===== src/rtl/core/safc_ram.sv =====
// ----------------------------------------------------------------------------
// safc_ram
// Simple dual-port RAM: one write port, one read port with registered data.
// ----------------------------------------------------------------------------
module safc_ram #(
    parameter int WIDTH = 8,
    parameter int DEPTH = 16
) (
    input  logic                     i_clk,
    input  logic                     i_we,
    input  logic [$clog2(DEPTH)-1:0] i_waddr,
    input  logic [WIDTH-1:0]         i_wdata,
    input  logic [$clog2(DEPTH)-1:0] i_raddr,
    output logic [WIDTH-1:0]         o_rdata
);

    logic [WIDTH-1:0] r_mem [DEPTH];

    // write and registered read
    always_ff @(posedge i_clk) begin
        if (i_we) begin
            r_mem[i_waddr] <= i_wdata;
        end
        o_rdata <= r_mem[i_raddr];
    end

endmodule


===== config.mk =====
export PLATFORM = sky130hd
export DESIGN_NAME = safc_ram
export DESIGN_NICKNAME = d
export VERILOG_FILES = /design/src/rtl/core/safc_ram.sv
export SDC_FILE = /design/constraint.sdc
export NUM_CORES = 1
export LEC_CHECK = 0
export BUFFER_PORTS_ARGS = -buffer_cell sky130_fd_sc_hd__buf_4
export CAP_MARGIN = 20
export CORE_UTILIZATION = 60
export CTS_BUF_LIST = sky130_fd_sc_hd__clkbuf_16
export DETAILED_ROUTE_END_ITERATION = 8
export PLACE_DENSITY = 0.77
export SLEW_MARGIN = 5
export SYNTH_ARGS = -nofsm -noshare
export SYNTH_HDL_FRONTEND = slang
export SYNTH_SLANG_ARGS = --single-unit

===== constraint.sdc =====
create_clock -name i_clk -period 2.67 [get_ports i_clk]
set_clock_uncertainty 0.2 [all_clocks]
set_input_delay 0.4005 -clock i_clk [delete_from_list [all_inputs] [get_ports i_clk]]
set_output_delay 0.4005 -clock i_clk [all_outputs]
set_load 0.02 [all_outputs]

After elaboration in Yosys (flattened, before gate mapping)
Memory sizes are Yosys's and may differ from the RTL's. A register that Yosys moved wholly into a read port is not among the register bits.
Cells that the tools add are included.

word-level totals
  register bits after elaboration = 0
  RAM bits = 128
  output and inout port bits = 8
  logic and storage cells = 3
  memories = 1

operators by class
  mux-type cells = 2

memories
  memory  words  bits a word  read ports  clocked after Yosys merged registers in  write ports  line  source
  r_mem   16     8            1           1                                        1            17    logic [WIDTH-1:0] r_mem [DEPTH];

operators with widths
  cell              number
  2-to-1 mux 1 bit  2

Depth between registers and ports, before layout
  depth in word-level cells = 2
  mapped depth = 5

Least setup slack after synthesis
OpenSTA, ideal clock, no wires.

  kind = input port to flip-flop
  from = in i_waddr[2]
  to = mem r_mem[0][0] (enable)
  library setup time = 0.383 ns
  arrival = 1.510 ns
  data required time = 2.087 ns
  slack = 0.577 ns
  stages on the path = 2
  buffers on the path = 0
  cell sequence = or3b_2 > nor3_1

RTL lines
  element          line  source
  start, declared  11    input logic [$clog2(DEPTH)-1:0] i_waddr,
  end, declared    17

Straight into the memory's write port.

==> summary.txt <==
Status - completed
Setup tns final - 0 ns
Synth warnings - 0
Final hold viol count - 0
Core Rows - 33
Synth area leader - edfxtp_1
Synth Cell Area - 5150 sq um
Width of the die - 94.6 microns
Worst-Margin Slew - 0.760 ns
Final ANT Viol Nets - 0
Crit path max fanout - 32
Distinct cells, synth - 19
Ports - 26
Overflow after GRT - 0
Post-DP HPWL - 5.73 mm
Antenna cell count - 0
Largest net degree at the start of global routing - 33
Slew HR - 0.492
CP Cell Sequence - buf_4, buf_12, mux4_1, a22oi_1, nand2_1
DRC Markers - 0
Clock root cell - clkbuf_16
Crit path launch type - input port
Hold Buf Count CTS - 0
Initial antenna violation count - 0
Die Span Y - 94.6 microns
Global-route wire length before repair - 14.6 mm
Worst VDD drop - 0.499 mV
Asr flop ratio synth - 0
Reg clk slew, reported paths - 0.06 ns
Most frequent cell after synthesis - edfxtp_1
Setup Crit Path Kind - in2reg
Fin crit share - 0.629
Via count - 2,531
Hold WC Path Type - in2reg
Gate Count Post-Synth - 229
Layout Cells excl Fill - 398
PostCTS Resize Cnt - 0
CTS tree - done
Top cell type's share of synthesized area - 0.747
Drt initial violations - 244
Placer Congestion - 0.774
Crit path required time - 2.76 ns
Syn Nets - 247
Total wire length - 9.97 mm
Sequential-to-total area share from yosys stat - 0.778
Drt wl/cell - 25.1 microns
Worst r2r path cells - 3
Full die area - 8950 sq um
Clock Latency Late Sink - 0.41 ns
Minimum clock period - 1.68 ns
Finished Core Util - 0.744
P_leak - 2.12 nW
Peak Freq - 596 MHz
1st-pass router iterations - 5
Initial core utilization - 0.623
Final slew viol count - 0
Seq cells post-synth - 136
Hold path cells - 1
Via-to-Cell Ratio - 6.36
I/O Buffers - 25
Clk sinks - 136
Vias in the first global route - 2,499
Setup repair bufs after CTS - 0
Core area - 8260 sq um
Final Setup Violations - 0
Longest Clk Path Bufs - 2
Worst Setup Slack post-DPL - 0.618 ns
Placed Cells - 366
Critical Path AT - 1.77 ns
EDFF count, synth - 128
Share of layout cells above drive strength 1 - 0.314
Ranking of synthesized cells by area - edfxtp_1 (75%), mux4_2 (7.9%), mux4_1 (7.1%), dfxtp_1 (3.1%), a22oi_1 (2.3%)
CP endpoint kind - flip-flop
Slowest CP cell - mux4_1
WHS - 0.100 ns
Syn avg cell area - 22.5 sq um
Gr usage total - 0.247
Power per cell area - 828 nW/um^2
Final nets - 298
H-tree depth - 4
Max_cap viols - 0
RSZ-0062 raised after global routing - false
Post-synth top cells - edfxtp_1 (128), mux4_2 (18), a22oi_1 (16), mux4_1 (14), nor2_1 (13)
Ys flop type - edfxtp_1
Crit-path max cell delay - 0.64 ns
Layout area overhead - 19.4%
Inserted Clock Buffers - 17
Worst Setup Slack, final - 0.991 ns
per-layer routing:
layer	vias up	global-route usage	routed length, microns
met3	18	0.0483	563
met4	0	0.122	213
met5	-	0	0
met1	1318	0.339	4170
li1	1076	-	-
met2	119	0.385	5020
critical path, delay by kind of cell:
kind                   cells  cell delay [ns]
buffers and inverters      2             0.33
muxes                      1             0.64
AOI/OAI and AO/OA          1             0.28
and+or+nand+nor            1             0.09
cell usage in the layout, fill, tap and decap left out, drive strengths merged:
cell type and n:
nand2b 2, a22oi 16, nor3 4, clkinvlp 2, dfxtp 8, nand2 9
or3b 1, edfxtp 128, buf 42, clkinv 6, nor2 13, nand3 1
mux4 32, nor2b 1, bufinv 4, inv 3, clkbuf 17, and2b 1
and2 1, nand3b 2
metrics by stage:
stage	power (mW)	area [sq um]
4_1_cts	5.12	6150
3_5_place_dp	2.69	5520
5_1_grt	5.23	6150
6_report	5.09	6150
2_1_floorplan	2.58	5150
3_3_place_gp	2.68	5520
sequential cells by signal, summed over array words and instances (netlist names):
signal	flops
r_mem	128
o_rdata	8
logic make-up after synthesis:
kind of cell / count (synthesis) / share of synthesized area
AND/OR/NAND/NOR: 35 / 0.0318
multiplexers: 32 / 0.150
flip-flops: 136 / 0.778
AO/OA/AOI/OAI: 16 / 0.0233
buffers and inverters: 10 / 0.0168
final cells by class:
cell class                 count  area [sq um]
tap                          105           131
fill                         450          2110
timing repair buffer          42           328
sequential                   136          4000
clock buffer                  17           425
clock inverter                15           201
multi-input combinational     83          1060
where the power goes:
| part | leakage, nW | internal (mW) | switching (mW) |
|---|---|---|---|
| clock network | 0.305 | 1.57 | 0.876 |
| logic | 0.586 | 0.108 | 0.141 |
| registers | 1.22 | 2.39 | 0.0144 |
| total | 2.12 | 4.06 | 1.03 |
path summary, 6_finish.rpt:
check,from,to,slack [ns]
min reg2reg,r_mem[13][7],o_rdata[7],0.47
min,i_wdata[5],r_mem[0][5],0.10
max reg2reg,r_mem[0][2],o_rdata[2],1.03
max,i_raddr[0],o_rdata[2],0.99
Note: power is estimated with default switching activity, not from simulation.
